## src/hw/rtl/lsd_pkg.sv

```systemverilog
`default_nettype none

package lsd_pkg;

    // Table size and type range.
    localparam int NUM_STATIONS = 16;
    localparam int NUM_TYPES    = 16;
    localparam int STN_W        = (NUM_STATIONS > 1) ? $clog2(NUM_STATIONS) : 1;

    // Field widths.
    localparam int OP_W    = 2;
    localparam int IDX_W   = 4;
    localparam int TYPE_W  = 4;
    localparam int MASK_W  = 16;
    localparam int POS_W   = 16;
    localparam int COUNT_W = 8;

    // Squared distance: three squares of a 16-bit magnitude.
    localparam int SQ_W   = 2 * POS_W;
    localparam int DIST_W = SQ_W + 2;

    // Stream widths, whole bytes.
    localparam int IN_BITS    = IDX_W + 1 + TYPE_W + MASK_W + 3 * POS_W + COUNT_W;
    localparam int S_TDATA_W  = ((IN_BITS + 7) / 8) * 8;
    localparam int S_TUSER_W  = OP_W;
    localparam int OUT_BITS   = IDX_W + COUNT_W;
    localparam int M_TDATA_W  = ((OUT_BITS + 7) / 8) * 8;
    localparam int M_TUSER_W  = 1;

    localparam logic [COUNT_W-1:0] QUEUE_LIMIT_RESET = 8'd4;
    localparam logic [COUNT_W-1:0] LOAD_MAX          = 8'hFF;

    typedef enum logic [OP_W-1:0] {
        OP_REGISTER = 2'd0,
        OP_REPORT   = 2'd1,
        OP_ALLOCATE = 2'd2
    } op_t;

    typedef struct packed {
        logic signed [POS_W-1:0] z;
        logic signed [POS_W-1:0] y;
        logic signed [POS_W-1:0] x;
    } pos_t;

    // Input beat payload, last declared field (cell_index) in the lowest bits.
    typedef struct packed {
        logic [COUNT_W-1:0] queue_count;
        pos_t               pos;
        logic [MASK_W-1:0]  type_mask;
        logic [TYPE_W-1:0]  cell_type;
        logic               present;
        logic [IDX_W-1:0]   cell_index;
    } in_beat_t;

    // Station record memory word.
    typedef struct packed {
        logic [TYPE_W-1:0] kind;
        pos_t              pos;
    } stn_rec_t;

    // Count memory word.
    typedef struct packed {
        logic [COUNT_W-1:0] reported;
        logic [COUNT_W-1:0] allocated;
    } counts_t;

    localparam int REC_W = $bits(stn_rec_t);
    localparam int CNT_W = $bits(counts_t);

    // Cycles from station position in to squared distance out.
    localparam int DIST_LAT = 3;

endpackage

`default_nettype wire

```

## src/hw/rtl/lsd_ram.sv

```systemverilog
`default_nettype none

module lsd_ram #(
    parameter int WIDTH = 8,
    parameter int DEPTH = 16,
    localparam int ADDR_W = (DEPTH > 1) ? $clog2(DEPTH) : 1
) (
    input  wire logic              clk,
    input  wire logic              wr_en,
    input  wire logic [ADDR_W-1:0] wr_addr,
    input  wire logic [WIDTH-1:0]  wr_data,
    input  wire logic [ADDR_W-1:0] rd_addr,
    output logic      [WIDTH-1:0]  rd_data
);

    logic [WIDTH-1:0] mem [DEPTH];

    always_ff @(posedge clk) begin
        if (wr_en) begin
            mem[wr_addr] <= wr_data;
        end
        rd_data <= mem[rd_addr];
    end

endmodule

`default_nettype wire

```

## src/hw/rtl/lsd_dist.sv

```systemverilog
`default_nettype none

module lsd_dist (
    input  wire logic                  clk,
    input  wire lsd_pkg::pos_t         station_pos,
    input  wire lsd_pkg::pos_t         req_pos,
    output logic [lsd_pkg::DIST_W-1:0] dist_sq
);
    import lsd_pkg::*;

    logic [POS_W-1:0] a_axis [3];
    logic [POS_W-1:0] b_axis [3];
    logic [POS_W-1:0] mag    [3];
    logic [POS_W:0]   diff   [3];
    logic [POS_W-1:0] mag_reg [3];
    logic [SQ_W-1:0]  sq_reg  [3];
    logic [DIST_W-1:0] dist_reg;

    assign a_axis[0] = station_pos.x;
    assign a_axis[1] = station_pos.y;
    assign a_axis[2] = station_pos.z;
    assign b_axis[0] = req_pos.x;
    assign b_axis[1] = req_pos.y;
    assign b_axis[2] = req_pos.z;

    // The difference of two 16-bit signed values has a magnitude that fits 16 bits.
    always_comb begin
        for (int k = 0; k < 3; k++) begin
            diff[k] = {a_axis[k][POS_W-1], a_axis[k]} - {b_axis[k][POS_W-1], b_axis[k]};
            mag[k]  = diff[k][POS_W] ? POS_W'(~diff[k] + 1'b1) : diff[k][POS_W-1:0];
        end
    end

    always_ff @(posedge clk) begin
        for (int k = 0; k < 3; k++) begin
            mag_reg[k] <= mag[k];
            sq_reg[k]  <= mag_reg[k] * mag_reg[k];
        end
        dist_reg <= DIST_W'(sq_reg[0]) + DIST_W'(sq_reg[1]) + DIST_W'(sq_reg[2]);
    end

    assign dist_sq = dist_reg;

endmodule

`default_nettype wire

```

## src/hw/rtl/least_loaded_station_dispatch.sv

```systemverilog
`default_nettype none

// Least-loaded station dispatcher.
// Input beats arrive on the s_ stream; tuser carries the operation (register,
// report or allocate) and tdata the station slot, type, mask, position and
// queue count. Every accepted beat yields exactly one result beat on the m_
// stream: tuser says whether a station was found, tdata carries its slot and
// its load before the allocation. Register and report results are all zero.
// Register and report results move from the result registers to the output
// register before the next beat is taken. An allocate scans the whole station
// table through the two memories, each with a single read port, one entry a
// cycle, through the three-stage distance unit, then waits for it to drain
// and writes back the winner's count. The queue limit is written through
// cfg_wr_en and cfg_wr_data; the user must write it only while idle, which
// the block does not enforce. Reset clears the presence and report-known
// bits and sets the queue limit to four; the memories are not cleared, since
// no entry's contents are used before it has been written. A stalled receiver
// holds the result in the output register; the next input beat is still taken
// and its result waits inside.
module least_loaded_station_dispatch (
    input  wire logic                          aclk,
    input  wire logic                          aresetn,
    // Input stream.
    input  wire logic                          s_tvalid,
    output logic                               s_tready,
    // tdata from bit 0: cell_index[3:0], present, cell_type[3:0], type_mask[15:0],
    // pos_x[15:0], pos_y[15:0], pos_z[15:0], queue_count[7:0], zero fill.
    input  wire logic [lsd_pkg::S_TDATA_W-1:0] s_tdata,
    // tuser from bit 0: operation[1:0].
    input  wire logic [lsd_pkg::S_TUSER_W-1:0] s_tuser,
    // Result stream.
    output logic                               m_tvalid,
    input  wire logic                          m_tready,
    // tdata from bit 0: chosen_index[3:0], chosen_load[7:0], zero fill.
    output logic      [lsd_pkg::M_TDATA_W-1:0] m_tdata,
    // tuser from bit 0: found.
    output logic      [lsd_pkg::M_TUSER_W-1:0] m_tuser,
    // Queue limit register.
    input  wire logic                          cfg_wr_en,
    input  wire logic [lsd_pkg::COUNT_W-1:0]   cfg_wr_data
);
    import lsd_pkg::*;

    typedef enum logic [2:0] {
        ST_IDLE,
        ST_SCAN,
        ST_DRAIN,
        ST_WRITE,
        ST_RESULT
    } state_t;

    // Per-entry information travelling alongside the distance pipeline.
    typedef struct packed {
        logic               valid;
        logic               last;
        logic               elig;
        logic [STN_W-1:0]   idx;
        logic [COUNT_W-1:0] load;
        counts_t            counts;
    } meta_t;

    state_t             state_reg;
    logic [COUNT_W-1:0] queue_limit_reg;
    logic [NUM_STATIONS-1:0] present_reg;
    logic [NUM_STATIONS-1:0] known_reg;

    logic [MASK_W-1:0]  req_mask_reg;
    pos_t               req_pos_reg;
    logic [STN_W-1:0]   issue_cnt_reg;

    // Stage in which the memory read data is valid.
    logic               rd_valid_reg;
    logic               rd_last_reg;
    logic [STN_W-1:0]   rd_idx_reg;
    meta_t              meta_reg [DIST_LAT];

    logic               best_have_reg;
    logic [STN_W-1:0]   best_idx_reg;
    logic [COUNT_W-1:0] best_load_reg;
    logic [DIST_W-1:0]  best_dist_reg;
    counts_t            best_counts_reg;

    logic               res_found_reg;
    logic [IDX_W-1:0]   res_idx_reg;
    logic [COUNT_W-1:0] res_load_reg;

    logic               m_tvalid_reg;
    logic               m_found_reg;
    logic [IDX_W-1:0]   m_idx_reg;
    logic [COUNT_W-1:0] m_load_reg;

    in_beat_t           in_beat;
    logic               s_accept;
    logic               idx_ok;
    logic [STN_W-1:0]   in_slot;

    logic [REC_W-1:0]   rec_rd_data;
    logic [CNT_W-1:0]   cnt_rd_data;
    stn_rec_t           rec_rd;
    counts_t            cnt_rd;
    logic               rec_wr_en;
    logic               cnt_wr_en;
    logic [STN_W-1:0]   cnt_wr_addr;
    counts_t            cnt_wr_data;
    stn_rec_t           rec_wr_data;

    logic               elig_a;
    logic [COUNT_W:0]   load_sum;
    logic [COUNT_W-1:0] load_a;
    logic [DIST_W-1:0]  dist_sq;
    logic               better;
    logic [COUNT_W-1:0] alloc_inc;
    meta_t              meta_d;
    meta_t              meta_a;

    assign in_beat  = s_tdata[IN_BITS-1:0];
    assign s_tready = (state_reg == ST_IDLE);
    assign s_accept = s_tvalid && s_tready;
    assign idx_ok   = (32'(in_beat.cell_index) < NUM_STATIONS);
    assign in_slot  = STN_W'(in_beat.cell_index);

    // Station record memory: type and entry position.
    assign rec_wr_en   = s_accept && (s_tuser == OP_REGISTER) && idx_ok && in_beat.present;
    assign rec_wr_data = '{kind: in_beat.cell_type, pos: in_beat.pos};

    lsd_ram #(
        .WIDTH (REC_W),
        .DEPTH (NUM_STATIONS)
    ) u_rec_ram (
        .clk     (aclk),
        .wr_en   (rec_wr_en),
        .wr_addr (in_slot),
        .wr_data (rec_wr_data),
        .rd_addr (issue_cnt_reg),
        .rd_data (rec_rd_data)
    );

    // Count memory: written by a report, or by the allocation write-back.
    assign alloc_inc = (best_counts_reg.allocated == LOAD_MAX) ?
                       LOAD_MAX : best_counts_reg.allocated + 1'b1;

    always_comb begin
        if (state_reg == ST_WRITE) begin
            cnt_wr_en   = best_have_reg;
            cnt_wr_addr = best_idx_reg;
            cnt_wr_data = '{reported: best_counts_reg.reported, allocated: alloc_inc};
        end else begin
            cnt_wr_en   = s_accept && (s_tuser == OP_REPORT) && idx_ok;
            cnt_wr_addr = in_slot;
            cnt_wr_data = '{reported: in_beat.queue_count, allocated: '0};
        end
    end

    lsd_ram #(
        .WIDTH (CNT_W),
        .DEPTH (NUM_STATIONS)
    ) u_cnt_ram (
        .clk     (aclk),
        .wr_en   (cnt_wr_en),
        .wr_addr (cnt_wr_addr),
        .wr_data (cnt_wr_data),
        .rd_addr (issue_cnt_reg),
        .rd_data (cnt_rd_data)
    );

    assign rec_rd = rec_rd_data;
    assign cnt_rd = cnt_rd_data;

    // Eligibility and saturated load of the entry just read.
    assign load_sum = {1'b0, cnt_rd.reported} + {1'b0, cnt_rd.allocated};
    assign load_a   = load_sum[COUNT_W] ? LOAD_MAX : load_sum[COUNT_W-1:0];
    assign elig_a   = present_reg[rd_idx_reg] && known_reg[rd_idx_reg] &&
                      (cnt_rd.reported <= queue_limit_reg) &&
                      (32'(rec_rd.kind) < NUM_TYPES) && req_mask_reg[rec_rd.kind];

    assign meta_a = '{valid: rd_valid_reg, last: rd_last_reg, elig: elig_a,
                      idx: rd_idx_reg, load: load_a, counts: cnt_rd};

    lsd_dist u_dist (
        .clk         (aclk),
        .station_pos (rec_rd.pos),
        .req_pos     (req_pos_reg),
        .dist_sq     (dist_sq)
    );

    // The distance of an entry comes out together with the last meta stage.
    // Entries arrive in ascending slot order, so a strict compare keeps the lower slot.
    assign meta_d = meta_reg[DIST_LAT-1];
    assign better = !best_have_reg || (meta_d.load < best_load_reg) ||
                    ((meta_d.load == best_load_reg) && (dist_sq < best_dist_reg));

    always_ff @(posedge aclk) begin
        if (!aresetn) begin
            state_reg       <= ST_IDLE;
            queue_limit_reg <= QUEUE_LIMIT_RESET;
            present_reg     <= '0;
            known_reg       <= '0;
            rd_valid_reg    <= 1'b0;
            for (int k = 0; k < DIST_LAT; k++) begin
                meta_reg[k].valid <= 1'b0;
            end
            best_have_reg   <= 1'b0;
            m_tvalid_reg    <= 1'b0;
            issue_cnt_reg   <= '0;
        end else begin
            if (cfg_wr_en) begin
                queue_limit_reg <= cfg_wr_data;
            end

            if (m_tvalid_reg && m_tready) begin
                m_tvalid_reg <= 1'b0;
            end

            // Read data and distance pipeline advance every cycle.
            rd_valid_reg <= 1'b0;
            rd_last_reg  <= (32'(issue_cnt_reg) == NUM_STATIONS - 1);
            rd_idx_reg   <= issue_cnt_reg;
            meta_reg[0]  <= meta_a;
            for (int k = 1; k < DIST_LAT; k++) begin
                meta_reg[k] <= meta_reg[k-1];
            end

            if (meta_d.valid && meta_d.elig && better) begin
                best_have_reg   <= 1'b1;
                best_idx_reg    <= meta_d.idx;
                best_load_reg   <= meta_d.load;
                best_dist_reg   <= dist_sq;
                best_counts_reg <= meta_d.counts;
            end

            unique case (state_reg)
                ST_IDLE: begin
                    if (s_accept) begin
                        res_found_reg <= 1'b0;
                        res_idx_reg   <= '0;
                        res_load_reg  <= '0;
                        state_reg     <= ST_RESULT;
                        case (s_tuser)
                            OP_REGISTER: begin
                                if (idx_ok) begin
                                    present_reg[in_slot] <= in_beat.present;
                                end
                            end
                            OP_REPORT: begin
                                if (idx_ok) begin
                                    known_reg[in_slot] <= 1'b1;
                                end
                            end
                            OP_ALLOCATE: begin
                                req_mask_reg  <= in_beat.type_mask;
                                req_pos_reg   <= in_beat.pos;
                                issue_cnt_reg <= '0;
                                best_have_reg <= 1'b0;
                                state_reg     <= ST_SCAN;
                            end
                            default: begin
                                // The unused operation only returns an empty result.
                            end
                        endcase
                    end
                end
                ST_SCAN: begin
                    rd_valid_reg <= 1'b1;
                    if (32'(issue_cnt_reg) == NUM_STATIONS - 1) begin
                        state_reg <= ST_DRAIN;
                    end else begin
                        issue_cnt_reg <= issue_cnt_reg + 1'b1;
                    end
                end
                ST_DRAIN: begin
                    if (meta_d.valid && meta_d.last) begin
                        state_reg <= ST_WRITE;
                    end
                end
                ST_WRITE: begin
                    // The count memory write for the winner happens in this cycle.
                    res_found_reg <= best_have_reg;
                    res_idx_reg   <= best_have_reg ? IDX_W'(best_idx_reg) : '0;
                    res_load_reg  <= best_have_reg ? best_load_reg : '0;
                    issue_cnt_reg <= '0;
                    state_reg     <= ST_RESULT;
                end
                ST_RESULT: begin
                    if (!m_tvalid_reg || m_tready) begin
                        m_tvalid_reg <= 1'b1;
                        m_found_reg  <= res_found_reg;
                        m_idx_reg    <= res_idx_reg;
                        m_load_reg   <= res_load_reg;
                        state_reg    <= ST_IDLE;
                    end
                end
                default: begin
                    state_reg <= ST_IDLE;
                end
            endcase
        end
    end

    assign m_tvalid = m_tvalid_reg;
    assign m_tuser  = M_TUSER_W'(m_found_reg);
    assign m_tdata  = M_TDATA_W'({m_load_reg, m_idx_reg});

endmodule

`default_nettype wire

```

## config.mk

```make
export PLATFORM = sky130hd
export DESIGN_NAME = least_loaded_station_dispatch
export DESIGN_NICKNAME = d
export VERILOG_FILES = /design/src/hw/rtl/lsd_pkg.sv /design/src/hw/rtl/lsd_ram.sv /design/src/hw/rtl/lsd_dist.sv /design/src/hw/rtl/least_loaded_station_dispatch.sv
export SDC_FILE = /design/constraint.sdc
export NUM_CORES = 2
export LEC_CHECK = 0
export ABC_AREA = 0
export ABC_CLOCK_PERIOD_IN_PS = 9200
export BUFFER_PORTS_ARGS = -buffer_cell sky130_fd_sc_hd__buf_2
export CELL_PAD_IN_SITES_DETAIL_PLACEMENT = 1
export CELL_PAD_IN_SITES_GLOBAL_PLACEMENT = 2
export CORE_MARGIN = 2
export CORE_UTILIZATION = 47
export CTS_CLUSTER_SIZE = 40
export DETAILED_ROUTE_END_ITERATION = 16
export GPL_TIMING_DRIVEN = 0
export PLACE_DENSITY = 0.9
export SLEW_MARGIN = 10
export SYNTH_ARGS = -nofsm -noshare
export SYNTH_HDL_FRONTEND = slang
export SYNTH_HIERARCHICAL = 1
export SYNTH_SLANG_ARGS = --single-unit
```

## constraint.sdc

```tcl
create_clock -name aclk -period 9.2 [get_ports aclk]
set_clock_uncertainty 0.05 [all_clocks]
set_input_delay 1.38 -clock aclk [delete_from_list [all_inputs] [get_ports aclk]]
set_output_delay 1.38 -clock aclk [all_outputs]
set_load 0.005 [all_outputs]
```

==> flow_summary_export.csv <==
group,metric,value,unit
sta,timing.fmax,126,MHz
synthesis,syn_inst,6226,
critical_path,critical_path_arrival,8.58,ns
sta,report.final.setup_viol,0,
placed_design,placed_area,90900,sq um
synthesis,synth_edf_count,1335,
finish,largest_reg_flops,832,
pwr,total_power,35.0,mW
clock_network,tritoncts.num_buffers,164,
global_routing,grt_max_degree,68,
floorplanning,core-area,182000,sq um
clock_network,cts_hold_repair.buffers,0,
critical_path,worstSetupStartpointType,"register",
placed_design,detailedPlacementHpwl,167,mm
sta,post-route-period-util,86.1,%
finish,utilization,52.7,%
synthesis,synthesized_flop_and_latch_total,1631,
finish,largest_registers_ranked_by_flip_flop_count,"u_rec_ram/mem (832), u_cnt_ram/mem (256)",
clock_network,cts-htree-levels,4,
floorplanning,ioPinCount,122,
finish,ratio_of_cells_with_drive_above_1_in_the_final_layout,12.5,%
sta,slew_viol_final,0,
sta,tightest_slew,1.19,ns
finish,final_nets,7651,
clock_network,cts_max_path_buffers,3,
placed_design,number_of_buffers_added_on_ports,108,
sta,final-hold-violation-count,0,
clock_network,cts_tree,"built",
min_path,min_delay_path_depth,0,
critical_path,timing.critical_path.cells,"clkbuf_1, clkbuf_1, nand2_1, fa_1, fa_1, inv_1, fa_1, fa_1, fa_1, inv_1, fa_1, inv_1, ha_1, a2111oi_0, o211ai_1, a221o_1, a311oi_1, nor2_1, a311oi_1, xnor2_1",
clock_network,ctsRootBufferMaster,"sky130_fd_sc_hd__clkbuf_16",
synthesis,avgSynthCellArea,13.8,sq um
placed_design,place_congestion,0.870,
drt,drt_first_iter_violations,4317,
clock_network,cts_resized,0,
global_routing,grt_pass1_wl,355,mm
floorplanning,die-area,187000,sq um
sta,finalCriticalPeriod,7.93,ns
global_routing,antenna_found_initial,24,
clock_network,cts.sinks,1631,
floorplanning,initial_core_util,47.2,%
drt,drt_wl_total,233,mm
global_routing,gr-usage-all-layers,25.3,%
run,cap_viol_max_count,0,
sta,timing.slew.headroom,20.1,%
clock_network,clock_latency_on_the_worst_skew_pair,0.84,ns
finish,fin_area,96200,sq um
finish,top_register,"u_rec_ram/mem",
synthesis,ys_seq_area_share,53.5,%
drt,drt_pass1_iterations,6,
synthesis,synth_cell_type_count,89,
status,run_status,"finished clean",
critical_path,critPathMaxFanout,10,
drt,detail_route.wl_per_cell,25.6,um
floorplanning,die_height,432,um
synthesis,synthArstFlopShare,0,%
pwr,leakage,38.6,nW
drt,antenna_left,0,
critical_path,most_frequent_cell_on_the_critical_path,"sky130_fd_sc_hd__fa_1",
global_routing,gr-total-overflow,0,
critical_path,critPathRequiredTime,9.86,ns
critical_path,worst_r2r_path_depth,20,
drt,detail_route.vias_per_cell,5.71,
synthesis,yosys_warnings,6,
finish,area.growth.synth_to_final,11.8,%
pwr,cellPowerDensity,364,nW/um^2
min_path,hold_class,"reg -> reg",
global_routing,via_count_of_the_first_global_routing_pass,56920,
synthesis,postSynth.topFlopCell,"sky130_fd_sc_hd__edfxtp_1",
critical_path,critPathCaptureType,"register",
floorplanning,rows,157,
critical_path,worstSetupPathType,"reg -> reg",
clock_network,cts_setup_buffers,0,
pwr,irDropWorstVdd,494,uV
clock_network,clock_pin_slew_worst_setup_and_hold_paths,0.06,ns
critical_path,ff2ff_setup_slack,1.27,ns
drt,vias,51997,
critical_path,slowest_delay,0.72,ns
sta,grt_setup_unrepaired,"no",
drt,drc,0,
floorplanning,die_outline_width,432,um
synthesis,mappedNetlistArea,86100,sq um
critical_path,cpMaxStageDelayCell,"sky130_fd_sc_hd__a2111oi_0",
-- cells by family (layout without fill, tap and decap cells) --
| group | after synthesis | count (layout) | share of synthesized area, % |
|---|---|---|---|
| buffers and inverters | 1081 | 1571 | 4.95 |
| DFF | 1631 | 1631 | 53.5 |
| other | 1 | 10 | 0.00436 |
| xor gates and xnor gates | 246 | 246 | 2.50 |
| and+or+nand+nor | 1224 | 1224 | 7.00 |
| AOI/OAI and AO/OA | 765 | 765 | 6.01 |
| muxes | 310 | 310 | 7.70 |
| adders and majority gates | 968 | 968 | 18.4 |
-- through the flow --
| stage | hold slack (ns) | TNS [ns] | worst slack (ns) | std cells |
|---|---|---|---|---|
| 6_report | 0.368 | 0 | 1.27 | 9110 |
| 5_1_grt | 0.376 | 0 | 0.909 | 9110 |
| 4_1_cts | 0.370 | 0 | 1.30 | 9104 |
| 3_5_place_dp | 0.356 | 0 | 1.35 | 8799 |
| 3_3_place_gp | 0.350 | -436.13 | -2.37 | 8722 |
| 2_1_floorplan | 0.304 | 0 | 2.14 | 6229 |
-- cells in the mapped netlist (all sizes together), types with 7 or more instances --
cell type	count	area (sq um)
o21ai	108	541
a22oi	138	1040
or3	13	91.3
a211oi	18	140
inv	887	3330
nand4	18	113
ha	476	5960
a21o	88	661
clkbuf	136	510
fa	492	9850
edfxtp	1335	40100
nand3	51	260
a21oi	173	873
o211ai	23	173
a31o	16	140
a41oi	7	61.3
a31oi	31	194
a21boi	9	67.6
dfxtp	296	5930
and3	43	269
or2	23	144
o21bai	20	150
nor2	201	777
nand3b	9	67.6
o31ai	10	88.8
mux2i	27	270
and2	218	1360
nand2	451	1690
o21a	61	458
mux4	278	6300
buf	58	419
nor3	54	282
o2111ai	8	70.1
xor2	68	596
nand2b	35	219
xnor2	178	1560
nor2b	76	475
-- routing by layer --
| metal | part of all wire (%) | track usage [%] | up-vias |
|---|---|---|---|
| met3 | 6.1 | 3.98 | 480 |
| met4 | 3.5 | 9.14 | 10 |
| met2 | 50 | 43.1 | 1843 |
| li1 | - | - | 22672 |
| met1 | 41 | 32.9 | 26992 |
| met5 | 0.029 | 0 | - |
-- final cells by class --
type | count | area [sq um]
diodes | 6 | 15.0
plain buffers | 194 | 930
clock buffers | 222 | 4460
clock inverters | 83 | 818
fillers | 17862 | 86300
inverters | 887 | 3330
multi-input cells | 3517 | 36000
flip-flops and latches | 1631 | 46000
well taps | 2385 | 2980
repair buffers | 185 | 1640
-- worst paths after layout --
kind                               end             startpoint
setup reg to reg  u_dist/sq_reg[0][62]  u_dist/mag_reg[0][20]
setup / recovery  u_dist/sq_reg[0][62]  u_dist/mag_reg[0][20]
hold / removal           m_load_reg[0]        res_load_reg[0]
hold reg to reg          m_load_reg[0]        res_load_reg[0]
-- worst max-delay path, delay by kind of cell, from the launching register on --
family | cells | cell delay, ns
adders and majority gates | 7 | 3.30
AOI/OAI and AO/OA | 5 | 2.29
and+or+nand+nor | 2 | 0.29
buffers and inverters | 5 | 1.24
DFF | 1 | 0.51
xor gates and xnor gates | 1 | 0.16
-- where the power goes --
group          internal (mW)  switching, mW
Sequential              8.65          0.201
Combinational           8.24           11.3
Clock                   3.62           2.96
Total                   20.5           14.5
-- cell usage in the layout (no fill, tap or decap), types with 173 or more instances in the layout --
master,n
sky130_fd_sc_hd__ha_1,476
sky130_fd_sc_hd__clkbuf_1,182
sky130_fd_sc_hd__nand2_1,451
sky130_fd_sc_hd__mux4_2,268
sky130_fd_sc_hd__inv_1,887
sky130_fd_sc_hd__xnor2_1,178
sky130_fd_sc_hd__and2_1,217
sky130_fd_sc_hd__edfxtp_1,1335
sky130_fd_sc_hd__nor2_1,173
sky130_fd_sc_hd__fa_1,492
sky130_fd_sc_hd__dfxtp_1,296
Note: power is estimated with default switching activity, not from simulation.
